[src/sv/tcvf_pkg.sv]
`default_nettype none

package tcvf_pkg;

	localparam int LITERALS   = 64;
	localparam int STATE_BITS = 8;

	localparam int CMD_W  = 3;
	localparam int FEAT_W = 64;
	localparam int IDX_W  = 7;
	localparam int SLOT_W = 6;
	localparam int WVAL_W = 8;

	localparam longint STATE_MAX = (longint'(1) <<< (STATE_BITS - 1)) - longint'(1);
	localparam longint STATE_MIN = -STATE_MAX - longint'(1);
	localparam longint WVAL_MAX  = (longint'(1) <<< (WVAL_W - 1)) - longint'(1);
	localparam longint WVAL_MIN  = -WVAL_MAX - longint'(1);

	typedef logic signed [STATE_BITS-1:0] state_t;
	typedef logic signed [WVAL_W-1:0]     wval_t;
	typedef logic [FEAT_W-1:0]            feat_t;
	typedef logic [IDX_W-1:0]             idx_t;
	typedef logic [SLOT_W-1:0]            slot_t;

	localparam state_t ST_MAX = state_t'(STATE_MAX);
	localparam state_t ST_MIN = state_t'(STATE_MIN);

	typedef enum logic [CMD_W-1:0] {
		CMD_VOTE  = 3'd0,
		CMD_FB1   = 3'd1,
		CMD_FB2   = 3'd2,
		CMD_WRITE = 3'd3,
		CMD_READ  = 3'd4
	} cmd_t;

	typedef struct packed {
		logic   accept;
		cmd_t   cmd;
		logic   last_vote;
		state_t wdata;
	} lane_ctrl_t;

	typedef struct packed {
		logic   violation;
		state_t pos;
		state_t neg;
	} lane_stat_t;

	function automatic state_t clamp_write(input wval_t w);
		longint v;
		begin
			v = longint'(w);
			if (v > STATE_MAX) v = STATE_MAX;
			if (v < STATE_MIN) v = STATE_MIN;
			return state_t'(v);
		end
	endfunction

	function automatic wval_t sat_read(input state_t s);
		longint v;
		begin
			v = longint'(s);
			if (v > WVAL_MAX) v = WVAL_MAX;
			if (v < WVAL_MIN) v = WVAL_MIN;
			return wval_t'(v);
		end
	endfunction

	function automatic state_t sat_inc(input state_t s);
		return (s == ST_MAX) ? s : state_t'(s + state_t'(1));
	endfunction

	function automatic state_t sat_dec(input state_t s);
		return (s == ST_MIN) ? s : state_t'(s - state_t'(1));
	endfunction

endpackage

`default_nettype wire

[src/sv/tcvf_lane.sv]
`default_nettype none

module tcvf_lane (
	input  wire logic                 clk,
	input  wire logic                 arst_n,
	input  wire tcvf_pkg::lane_ctrl_t ctrl,
	input  wire logic                 feature,
	input  wire logic                 radical,
	input  wire logic                 conservative,
	input  wire logic                 wr_pos,
	input  wire logic                 wr_neg,
	output tcvf_pkg::lane_stat_t      stat
);
	import tcvf_pkg::*;

	state_t pos_q;
	state_t neg_q;
	logic   feat_q;
	logic   pos_excl_q;
	logic   neg_excl_q;

	logic   pos_inc;
	logic   neg_inc;
	logic   pos_up;
	logic   pos_dn;
	logic   neg_up;
	logic   neg_dn;
	state_t pos_d;
	state_t neg_d;

	assign pos_inc = ~pos_q[STATE_BITS-1];
	assign neg_inc = ~neg_q[STATE_BITS-1];

	always_comb begin
		pos_up = 1'b0;
		pos_dn = 1'b0;
		neg_up = 1'b0;
		neg_dn = 1'b0;
		case (ctrl.cmd)
			CMD_FB1: begin
				if (ctrl.last_vote) begin
					pos_up = feat_q & radical;
					pos_dn = ~feat_q & conservative;
					neg_dn = feat_q & conservative;
					neg_up = ~feat_q & radical;
				end else begin
					pos_dn = conservative;
					neg_dn = ~radical;
				end
			end
			CMD_FB2: begin
				if (ctrl.last_vote) begin
					pos_up = pos_excl_q & ~feat_q;
					neg_up = neg_excl_q & feat_q;
				end
			end
			default: begin
			end
		endcase
	end

	always_comb begin
		if (wr_pos) pos_d = ctrl.wdata;
		else if (pos_up) pos_d = sat_inc(pos_q);
		else if (pos_dn) pos_d = sat_dec(pos_q);
		else pos_d = pos_q;

		if (wr_neg) neg_d = ctrl.wdata;
		else if (neg_up) neg_d = sat_inc(neg_q);
		else if (neg_dn) neg_d = sat_dec(neg_q);
		else neg_d = neg_q;
	end

	always_ff @(posedge clk or negedge arst_n) begin
		if (!arst_n) begin
			pos_q      <= '0;
			neg_q      <= '0;
			feat_q     <= 1'b0;
			pos_excl_q <= 1'b0;
			neg_excl_q <= 1'b0;
		end else if (ctrl.accept) begin
			pos_q <= pos_d;
			neg_q <= neg_d;
			if (ctrl.cmd == CMD_VOTE) begin
				feat_q     <= feature;
				pos_excl_q <= ~pos_inc;
				neg_excl_q <= ~neg_inc;
			end
		end
	end

	// included literal that is false under the incoming features
	assign stat.violation = (pos_inc & ~feature) | (neg_inc & feature);
	assign stat.pos       = pos_q;
	assign stat.neg       = neg_q;

endmodule

`default_nettype wire

[config.mk]
export PLATFORM = sky130hd
export DESIGN_NAME = tcvf_lane
export DESIGN_NICKNAME = d
export VERILOG_FILES = /design/src/sv/tcvf_pkg.sv /design/src/sv/tcvf_lane.sv
export SDC_FILE = /design/constraint.sdc
export NUM_CORES = 1
export LEC_CHECK = 0
export BUFFER_PORTS_ARGS = -buffer_cell sky130_fd_sc_hd__buf_2
export CAP_MARGIN = 20
export CORE_MARGIN = 4
export CORE_UTILIZATION = 45
export DETAILED_ROUTE_END_ITERATION = 7
export PLACE_DENSITY = 0.78
export SYNTH_ARGS = -nofsm -noshare
export SYNTH_HDL_FRONTEND = slang
export SYNTH_SLANG_ARGS = --single-unit
[constraint.sdc]
create_clock -name clk -period 2.95 [get_ports clk]
set_input_delay 0.59 -clock clk [delete_from_list [all_inputs] [get_ports clk]]
set_output_delay 0.59 -clock clk [all_outputs]
set_load 0.02 [all_outputs]
==> results.md <==
- Multi-input logic area: ~1300 um^2
- Largest net degree at the start of global routing: 21
- Top sig layer: met4
- DP Cell Count: 285
- Area Growth Syn to Fin: 26.38%
- Die area: 4939 um^2
- DR pass1 iterations: 4
- Hold Slack: 0.2644 ns
- CP max stage delay: 0.42 ns
- Hold Fails Final Rpt: 0
- Synth unique cells: 44
- Worst rel slew slack: 0.5840
- Die W: 70.28 um
- Clk slew on worst S/H paths: around 0.080 ns
- Most instantiated cells after synthesis: dfrtp_1 (19), nand2_1 (16), ha_1 (14), mux2_2 (14)
- CP Buf/Inv Count: 4
- FILL cells: 341
- Fmax: 342.2 MHz
- Final Cell Area: 2206 um^2
- Async set-or-reset flop fraction in the synthesized netlist: 1.000
- Routed WL: between 4000 and 5000 um
- Num ports: 37
- CP Launch Point: ctrl[9]
- Share of post-route cells with drive strength above 1: 0.3786
- Vias in the first global route: roughly 1.6k
- Row Count: 22
- Slowest CP cell: a2111oi_1
- # setup viols final: 0
- Routed WL per cell: about 15 um
- # hold bufs at CTS: 0
- Storage element area: 475.5 um^2
- Grt total ovfl: 0
- Yosys reg bits: 19
- Levels on crit path: 13
- Synth Area per Inst: 9.435 um^2
- Met2 WL: 2055 um
- Vias: 1634
- CP Max Fanout: 5
- Routed Antenna Nets: 0
- Most common cell in the netlist: dfrtp_1
- CTS tree: yes
- IO buf count: 36
- Seq/Total Area, Yosys: 0.2724
- Via/cell ratio: 5.615
- Initial antenna violation count: 0
- Yosys warns: 0
- Gpl congestion: 0.8758
- H-Tree Depth: 1
- Leakage: between 0.9 and 1 nW
- Core ar.: 3716 um^2
- GRT Total Usage: 0.1825
- DR DRC count: 0
- Critical path class: input port to flip-flop
- Worst Path Required: slightly above 3 ns
- Clock sinks: 19
- First-pass GRT wire length: 7410 um
- Worst reg2reg startpoint: feat_q
- MaxCap Viol Count: 0
- Worst Hold Class: input port to async pin
- Antenna diodes: 0
- Starting DRT DRC Count: 124
- Syn Nets: 221
- R2R Setup Slk: roughly 0.22 ns
- Placed cell area: 2118 um^2
- EDFF count, synth: 0
- CP top delay family: compound AO/OA/AOI/OAI gates
- Slew of the pin with the lowest slew margin: slightly above 0.6 ns
- M1 WL: 2073 um
- Fin. max-slew vios: 0
- Final worst-path cycle share: 0.9906
- Longest Clk Path Bufs: 2
- CP Capture Type: flip-flop
- WP data arrival: roughly 3 ns
- Top_reg_cell synth: dfrtp_1
- Fin Clk Skew: 0.001223 ns
- Finished Core Util: 0.5936
- Total CTS buffers: 3
- Peak VDD IR: 0.4584 mV
- Initial core utilization: 0.4697
- Tmin final: just under 3 ns
- Biggest area consumer among synthesized cells: dfrtp_1
- Synth top area share: 0.2724
- PwrDens: 848.7 nW/um^2
- Status: complete, no violations
- Met3 wire length: 228 um
- Ranking of synthesized cells by area: dfrtp_1 (27%), ha_1 (10%), mux2_2 (9.0%)
- Die H: about 70 um
- Crit start category: input port
- Clk root buf: clkbuf_8
- Nets: 280
- Dpl hpwl: 3398 um
- Worst-Skew Late Latency: 0.26 ns
- Critical-path cell list: buf_2 > nor3b_4 > mux2i_2 > nand2_2 > buf_4 > buf_4 > ha_1 > inv_1 > nor2_1 > a2111oi_1 > nor3_1 > xnor2_1 > o311ai_1
- Post-Layout Cell Count: 291
- Worst Reg-to-Reg Cells: 12
- Post-Syn Area: 1745 um^2
- Most frequent CP cell: buf_4
- Post-Syn Instances: ~190
worst register-to-register path, cell delays in order (launching register included):
cell       delay (ns)
dfrtp_1          0.45
nand2b_1         0.19
mux2i_2          0.21
nand2_2          0.13
buf_4            0.17
buf_4            0.12
ha_1             0.26
inv_1            0.07
nor2_1           0.07
a2111oi_1        0.42
nor3_1           0.14
xnor2_1          0.15
o311ai_1         0.25
layout make-up:
| class | count | share of cell area |
|---|---|---|
| well taps | 48 | 0.02723 |
| clock buffers | 3 | 0.01872 |
| inverters | 5 | 0.008508 |
| clock inverters | 1 | 0.002269 |
| flip-flops and latches | 19 | 0.2155 |
| multi-input cells | 156 | 0.5678 |
| repair buffers | 59 | 0.1600 |
report_power, final:
part           switching (W)  total, W  internal [W]
clock network      0.0000933  0.000187     0.0000941
logic               0.000581   0.00115      0.000567
registers           0.000172  0.000537      0.000365
total               0.000847   0.00187       0.00103
final timing paths:
check,end
setup / recovery,neg_q[7]
hold / removal,pos_q[5]
setup reg to reg,neg_q[7]
hold reg to reg,pos_excl_q
max in group asynchronous,neg_q[6]
min in group clk,pos_excl_q
flip-flops by register name, indices dropped and copies added, names as in the netlist:
register / count
neg_excl_q: 1
neg_q: 8
pos_excl_q: 1
feat_q: 1
pos_q: 8
per-stage QoR:
step,worst slack (ns),setup TNS (ns),total power [W]
floorplan,0.02687,0,0.001261
global placement,-0.07917,-0.1563,0.001621
finish,0.02771,0,0.001872
global route,-0.03344,-0.03344,0.002032
detailed placement,-0.1247,-0.3395,0.001647
CTS,0.1228,0,0.001848
logic make-up after synthesis:
kind of cell	count (synthesis)	synth area share
AOI/OAI and AO/OA	42	0.1728
DFF	19	0.2724
and+or+nand+nor	65	0.2143
buffers and inverters	10	0.02652
muxes	21	0.1305
adders and majority gates	16	0.1233
xor gates and xnor gates	12	0.06021
routing by layer:
metal,vias up,GRT usage
li1,806,-
met1,778,0.2440
met2,42,0.2973
met3,8,0.04173
met4,0,0.04255
met5,-,0
repair_timing:
item,CTS,global route
endpoints found under the setup margin,0,3
setup buffers,0,2
gates resized for setup,0,6
hold endpoints to repair,0,0
placed cells by master, fill, tap and decap left out, drive strengths merged, types with 5 or more instances in the layout:
master,count
o21ai,12
inv,5
a21oi,10
nor3b,8
ha,14
nand3,7
nor2,11
mux2i,7
mux2,14
nand2,17
xnor2,8
nor4,5
dfrtp,19
buf,59
No activity file was read; power rests on OpenSTA's default activity.
