<file path="src/sv/tcvf_pkg.sv">
`default_nettype none

package tcvf_pkg;

	localparam int LITERALS   = 64;
	localparam int STATE_BITS = 8;

	localparam int CMD_W  = 3;
	localparam int FEAT_W = 64;
	localparam int IDX_W  = 7;
	localparam int SLOT_W = 6;
	localparam int WVAL_W = 8;

	localparam longint STATE_MAX = (longint'(1) <<< (STATE_BITS - 1)) - longint'(1);
	localparam longint STATE_MIN = -STATE_MAX - longint'(1);
	localparam longint WVAL_MAX  = (longint'(1) <<< (WVAL_W - 1)) - longint'(1);
	localparam longint WVAL_MIN  = -WVAL_MAX - longint'(1);

	typedef logic signed [STATE_BITS-1:0] state_t;
	typedef logic signed [WVAL_W-1:0]     wval_t;
	typedef logic [FEAT_W-1:0]            feat_t;
	typedef logic [IDX_W-1:0]             idx_t;
	typedef logic [SLOT_W-1:0]            slot_t;

	localparam state_t ST_MAX = state_t'(STATE_MAX);
	localparam state_t ST_MIN = state_t'(STATE_MIN);

	typedef enum logic [CMD_W-1:0] {
		CMD_VOTE  = 3'd0,
		CMD_FB1   = 3'd1,
		CMD_FB2   = 3'd2,
		CMD_WRITE = 3'd3,
		CMD_READ  = 3'd4
	} cmd_t;

	typedef struct packed {
		logic   accept;
		cmd_t   cmd;
		logic   last_vote;
		state_t wdata;
	} lane_ctrl_t;

	typedef struct packed {
		logic   violation;
		state_t pos;
		state_t neg;
	} lane_stat_t;

	function automatic state_t clamp_write(input wval_t w);
		longint v;
		begin
			v = longint'(w);
			if (v > STATE_MAX) v = STATE_MAX;
			if (v < STATE_MIN) v = STATE_MIN;
			return state_t'(v);
		end
	endfunction

	function automatic wval_t sat_read(input state_t s);
		longint v;
		begin
			v = longint'(s);
			if (v > WVAL_MAX) v = WVAL_MAX;
			if (v < WVAL_MIN) v = WVAL_MIN;
			return wval_t'(v);
		end
	endfunction

	function automatic state_t sat_inc(input state_t s);
		return (s == ST_MAX) ? s : state_t'(s + state_t'(1));
	endfunction

	function automatic state_t sat_dec(input state_t s);
		return (s == ST_MIN) ? s : state_t'(s - state_t'(1));
	endfunction

endpackage

`default_nettype wire

</file>
<file path="src/sv/tcvf_merge.sv">
`default_nettype none

module tcvf_merge (
	input  wire tcvf_pkg::lane_stat_t stat [tcvf_pkg::LITERALS],
	input  wire tcvf_pkg::slot_t      slot,
	input  wire logic                 neg_bank,
	output logic                      vote,
	output tcvf_pkg::wval_t           rd_value
);
	import tcvf_pkg::*;

	state_t sel;

	always_comb begin
		vote = 1'b1;
		sel  = '0;
		for (int i = 0; i < LITERALS; i++) begin
			if (stat[i].violation) vote = 1'b0;
			if (slot == SLOT_W'(i)) sel = neg_bank ? stat[i].neg : stat[i].pos;
		end
		rd_value = sat_read(sel);
	end

endmodule

`default_nettype wire

</file>
<file path="config.mk">
export PLATFORM = sky130hd
export DESIGN_NAME = tcvf_merge
export DESIGN_NICKNAME = d
export VERILOG_FILES = /design/src/sv/tcvf_pkg.sv /design/src/sv/tcvf_merge.sv
export SDC_FILE = /design/constraint.sdc
export NUM_CORES = 1
export LEC_CHECK = 0
export ABC_AREA = 1
export BUFFER_PORTS_ARGS = -buffer_cell sky130_fd_sc_hd__buf_2
export CORE_AREA = 5 5 427 429
export DETAILED_ROUTE_END_ITERATION = 8
export DIE_AREA = 0 0 432 434
export PLACE_DENSITY = 0.33
export RECOVER_POWER = 25
export SYNTH_ARGS = -nofsm -noshare
export SYNTH_HDL_FRONTEND = slang
export SYNTH_SLANG_ARGS = --single-unit
</file>
<file path="constraint.sdc">
create_clock -name vclk -period 3.9
set_clock_uncertainty 0.1 [all_clocks]
set_input_delay 0.195 -clock vclk [all_inputs]
set_output_delay 0.195 -clock vclk [all_outputs]
set_load 0.03 [all_outputs]
</file>
==> results of run 1 <==
-- worst paths after layout --
path / cells past startpoint / to
min: 6 / rd_value[4]
max: 69 / rd_value[0]
-- cell type report --
| type | instances | area [um^2] |
|---|---|---|
| Fill cell | 21270 | 154600 |
| Multi-Input combinational cell | 2070 | 10490 |
| Timing Repair Buffer | 1458 | 9115 |
| Tap cell | 2355 | 2947 |
| Inverter | 160 | 613.1 |
| Antenna cell | 46 | 115.1 |
-- per-layer routing --
metal,vias up,wire length [um]
met5,-,133
met4,20,3624
met3,132,9084
met2,929,76580
met1,10160,60490
li1,10310,-
-- power by group --
group / internal [uW] / leakage [uW] / total, uW / switching [uW]
combinational: 1060 / 0.0117 / 2490 / 1430
clock: 0.00162 / 0.000000289 / 0.00162 / 0
sequential: 0 / 0 / 0 / 0
-- worst min-delay path, delay by kind of cell --
family / cells / cell delay (ps)
buffers and inverters: 2 / 200
AND/OR/NAND/NOR: 4 / 220
-- kinds of logic after synthesis --
kind of cell	synth area share
compound gates	0.2373
mux	0.07961
buf+inv	0.1276
simple gates	0.5554
-- Yosys cell counts, drive strengths merged --
master  count  area, um^2
a31oi       6       37.54
mux2i      86       860.8
inv       159       596.8
a21oi     126       630.6
a211oi      1       12.51
nor2      499        1881
or2        60       375.4
nand3      50       250.2
o21ai     276        1381
clkinv      1       3.750
o211ai     58       435.4
nor4       22       150.1
o41ai       1       8.760
o31ai       8       60.06
buf        93       663.1
nand4      20       125.1
clkbuf     31       116.4
nor3        2       10.01
nand2     855        3214
-- what timing repair did --
item / in CTS / in global routing
gates resized for setup: 262 / 109
setup buffers: 9 / 29
cloned: 5 / 4
endpoints found under the setup margin: 8 / 8
pin swaps: 93 / 84
-- stage by stage --
step	hold WS, ps	utilization	power (uW)	setup slack [ps]	setup TNS, ps
6_report	712.0	0.1309	2491	-2216	-14890
5_1_grt	750.9	0.1307	2711	-2614	-18660
4_1_cts	686.7	0.1269	2516	-2485	-17410
3_5_place_dp	684.4	0.1209	2324	-4068	-24870
3_3_place_gp	678.6	0.1209	2334	-4061	-25370
2_1_floorplan	493.5	-	830.7	-354.8	-402.9
==> summary.txt, run 1 <==
failing checks: negative setup slack
Syn Nets: 3449
CP startpoint: slot[2]
final non-filler cell total: 6089
HPWL after detailed placement: 134100 um
met3 global-route usage: 0.02649
layout cell share with drive strength beyond 1: 0.4829
endpoints failing setup: 8
Critical Path RT: 3610 ps
Die H: 434 um
most frequent CP cell: nand2_2
Crit path max-delay family: simple AND/OR/NAND/NOR gates
CP bufs+invs: 6
Syn Inst Count: 2354
final hold viol count: 0
FP Rows: 155
FMAX: 163.5 MHz
grt met2 use: 0.2690
commonest non-fill, non-tap cell in the layout: buf_2
final design instance area without fill: 0.02328 mm^2
fin crit share: 1.568
syn avg cell area: 4.593 um^2
Seq/Total Area, Yosys: 0
crit path DAT: 5820 ps
Hold Path Class: in -> out
die area: 0.1875 mm^2
Placeable Area: 0.1778 mm^2
Port Buffers: 1104
final WL: 149900 um
Peak VDD IR: 0.05603 mV
Post-CTS Hold Buffers: 0
clkbuf count: 0
global-route wire length before repair: 188500 um
drt pass-1 iters: 5
relative slew slack: 0.1530
Worst-Margin Slew: 1257 ps
Vias/cell: 3.540
GP Congestion: 0.9188
pin count of the biggest net entering global routing: 66
Die X: 432 um
Post-route DRC: 0
max-cap violation count: 0
RSZ-0062 raised after global routing: yes
count of cell types in the netlist: 31
Netlist Area Pre-Place: 0.01081 mm^2
max-slew violations: 0
Worst path max stage delay: 210 ps
busiest grt layer: met2
power per cell area: 107.0 mW/mm^2
initial DRC count: 1199
Inst Count DP: 6008
CP endpoint kind: output port
num sequential: 0
CP Max Fanout: 6
outcome: finished with violations
CP max stage cell: nor2_4
Pleak: 0.01174 uW
Layout area overhead: 115.3%
most frequent cells in the layout: 1092 x buf_2, 686 x nand2_1, 464 x nor2_1, 280 x buf_4, 257 x o21ai_0
Hold Startpoint: stat[12]
crit path kind: in -> out
vias in the first global route: 22.18k
initial antenna violation count: 71
post-layout minimum cycle time: 6116 ps
CP Launch Type: input pin
synth warn: 0
Layout Nets: 4785
I/O Pins: 1104
grt met1 use: 0.1780
Storage cell area: 0 um^2
final worst slack: -2216 ps
total track usage: 0.1475
Vias: 21.56k
antenna viol nets, final: 0
placed cell areas: 0.02150 mm^2
Avg WL per Cell: 24.62 um
gr ovfl total: 0
Initial Utilization: 0.06080
Power figures use the tool's default switching activity.
==> run 2, diff against run 1 <==
- CORE_AREA: 5 5 427 429 -> 8 8 428 430
- DIE_AREA: 0 0 432 434 -> 0 0 436 438
- PLACE_DENSITY: 0.33 -> 0.32
- clock period: 3.9 -> 7.78 ns (I/O delays scaled with it)
==> run 2 against run 1 <==
  * The flow now finishes without violations
  * Die area rose by 1.9%
  * Setup slack improved by 2900 ps
  * Global-route usage fell by 0.73 points
  * First-iteration DRC count rose by 9.2%
  * Core utilization fell by 1.8 points
==> summary.txt, run 2 (synthesis gave the netlist of run 1 again) <==
outcome: completed
dpl ws: -914.9 ps
max-cap violation count: 0
Vias/cell: 3.442
commonest non-fill, non-tap cell in the layout: buf_2
final design instance area without fill: 0.01993 mm^2
clkbuf count: 0
num sequential: 0
final worst slack: 642.1 ps
Hold Slack: 1094 ps
Peak VDD IR: 0.01917 mV
Avg WL per Cell: 24.72 um
FP Rows: 155
final non-filler cell total: 5858
pin count of the biggest net entering global routing: 142
initial antenna violation count: 80
Worst-Margin Slew: 1088 ps
CP Launch Type: input pin
CP endpoint kind: output port
Worst path max stage delay: 210 ps
Initial Utilization: 0.06113
I/O Pins: 1104
drt pass-1 iters: 5
relative slew slack: 0.2672
CP max stage cell: nor2_4
Port Buffers: 1104
die area: 0.1910 mm^2
Critical Path RT: 7290 ps
FMAX: 140.1 MHz
# fillers: 21.36k
crit path kind: in -> out
CP Max Fanout: 10
gr ovfl total: 0
total track usage: 0.1402
Hold Path Class: in -> out
Multi-input gate area: 0.009568 mm^2
Inst Count DP: 5824
Vias: 20.17k
Layout area overhead: 84.34%
Storage cell area: 0 um^2
initial DRC count: 1309
final hold viol count: 0
fin crit share: 0.9175
RSZ-0062 raised after global routing: no
Finished Core Util: 0.1127
GP Congestion: 0.8800
Die X: 436 um
max-slew violations: 0
HPWL after detailed placement: 129900 um
Pleak: 0.01020 uW
final WL: 144800 um
most frequent cells in the layout: 1101 x buf_2, 834 x nand2_1, 480 x nor2_1, 264 x o21ai_0, 149 x inv_1
vias in the first global route: 21.07k
layout cell share with drive strength beyond 1: 0.3900
crit path DAT: 6650 ps
antenna viol nets, final: 0
post-layout minimum cycle time: 7138 ps
endpoints failing setup: 0
placed cell areas: 0.01973 mm^2
Post-CTS Setup Bufs: 0
most frequent CP cell: nand2_1
Placeable Area: 0.1769 mm^2
Die H: 438 um
Hold Crit Depth: 5
Post-route DRC: 0
global-route wire length before repair: 185800 um
power per cell area: 51.74 mW/mm^2
Layout Nets: 4566
==> run 2: what timing repair did <==
| action | 4_1_cts | 5_1_grt |
|---|---|---|
| pin swaps | 1 | 4 |
| hold endpoints to repair | 0 | 0 |
| gates resized for setup | 14 | 24 |
| endpoints found under the setup margin | 4 | 4 |
| hold buffers | 0 | 0 |
==> run 2: report_power, final <==
part / internal [uW] / switching [uW] / leakage, uW
clock network: 0.000480 / 0 / 0.000000208
registers: 0 / 0 / 0
logic: 409 / 623 / 0.0102
==> run 2: path summary, 6_finish.rpt <==
path,to,from
worst max-delay path,rd_value[2],slot[5]
worst min-delay path,vote,stat[424]
==> run 2: final cells by class <==
class,instances,share of cell area
multi-input combinational,2070,0.4800
timing repair buffer,1239,0.3374
tap,2355,0.1478
inverter,160,0.03051
antenna,34,0.004268
==> run 2: routing by layer <==
layer / track usage / vias to the layer above / wire (um) / part of all wire
li1: - / 9849 / - / -
met1: 0.1696 / 9289 / 58750 / 0.41
met2: 0.2586 / 866 / 74070 / 0.51
met3: 0.02580 / 132 / 8634 / 0.060
met4: 0.02724 / 30 / 3183 / 0.022
met5: 0 / - / 194 / 0.0013
==> run 2: worst max-delay path, delay by kind of cell <==
kind / cells / cell delay, ps
simple gates: 52 / 4660
buf+inv: 10 / 1270
compound gates: 2 / 280
==> run 2: metrics by stage <==
stage	setup TNS [ps]	power, uW
after CTS	0	1068
after global placement	-1649	1062
after floorplan	0	405.6
after global routing	0	1146
after detailed placement	-1551	1059
final	0	1031
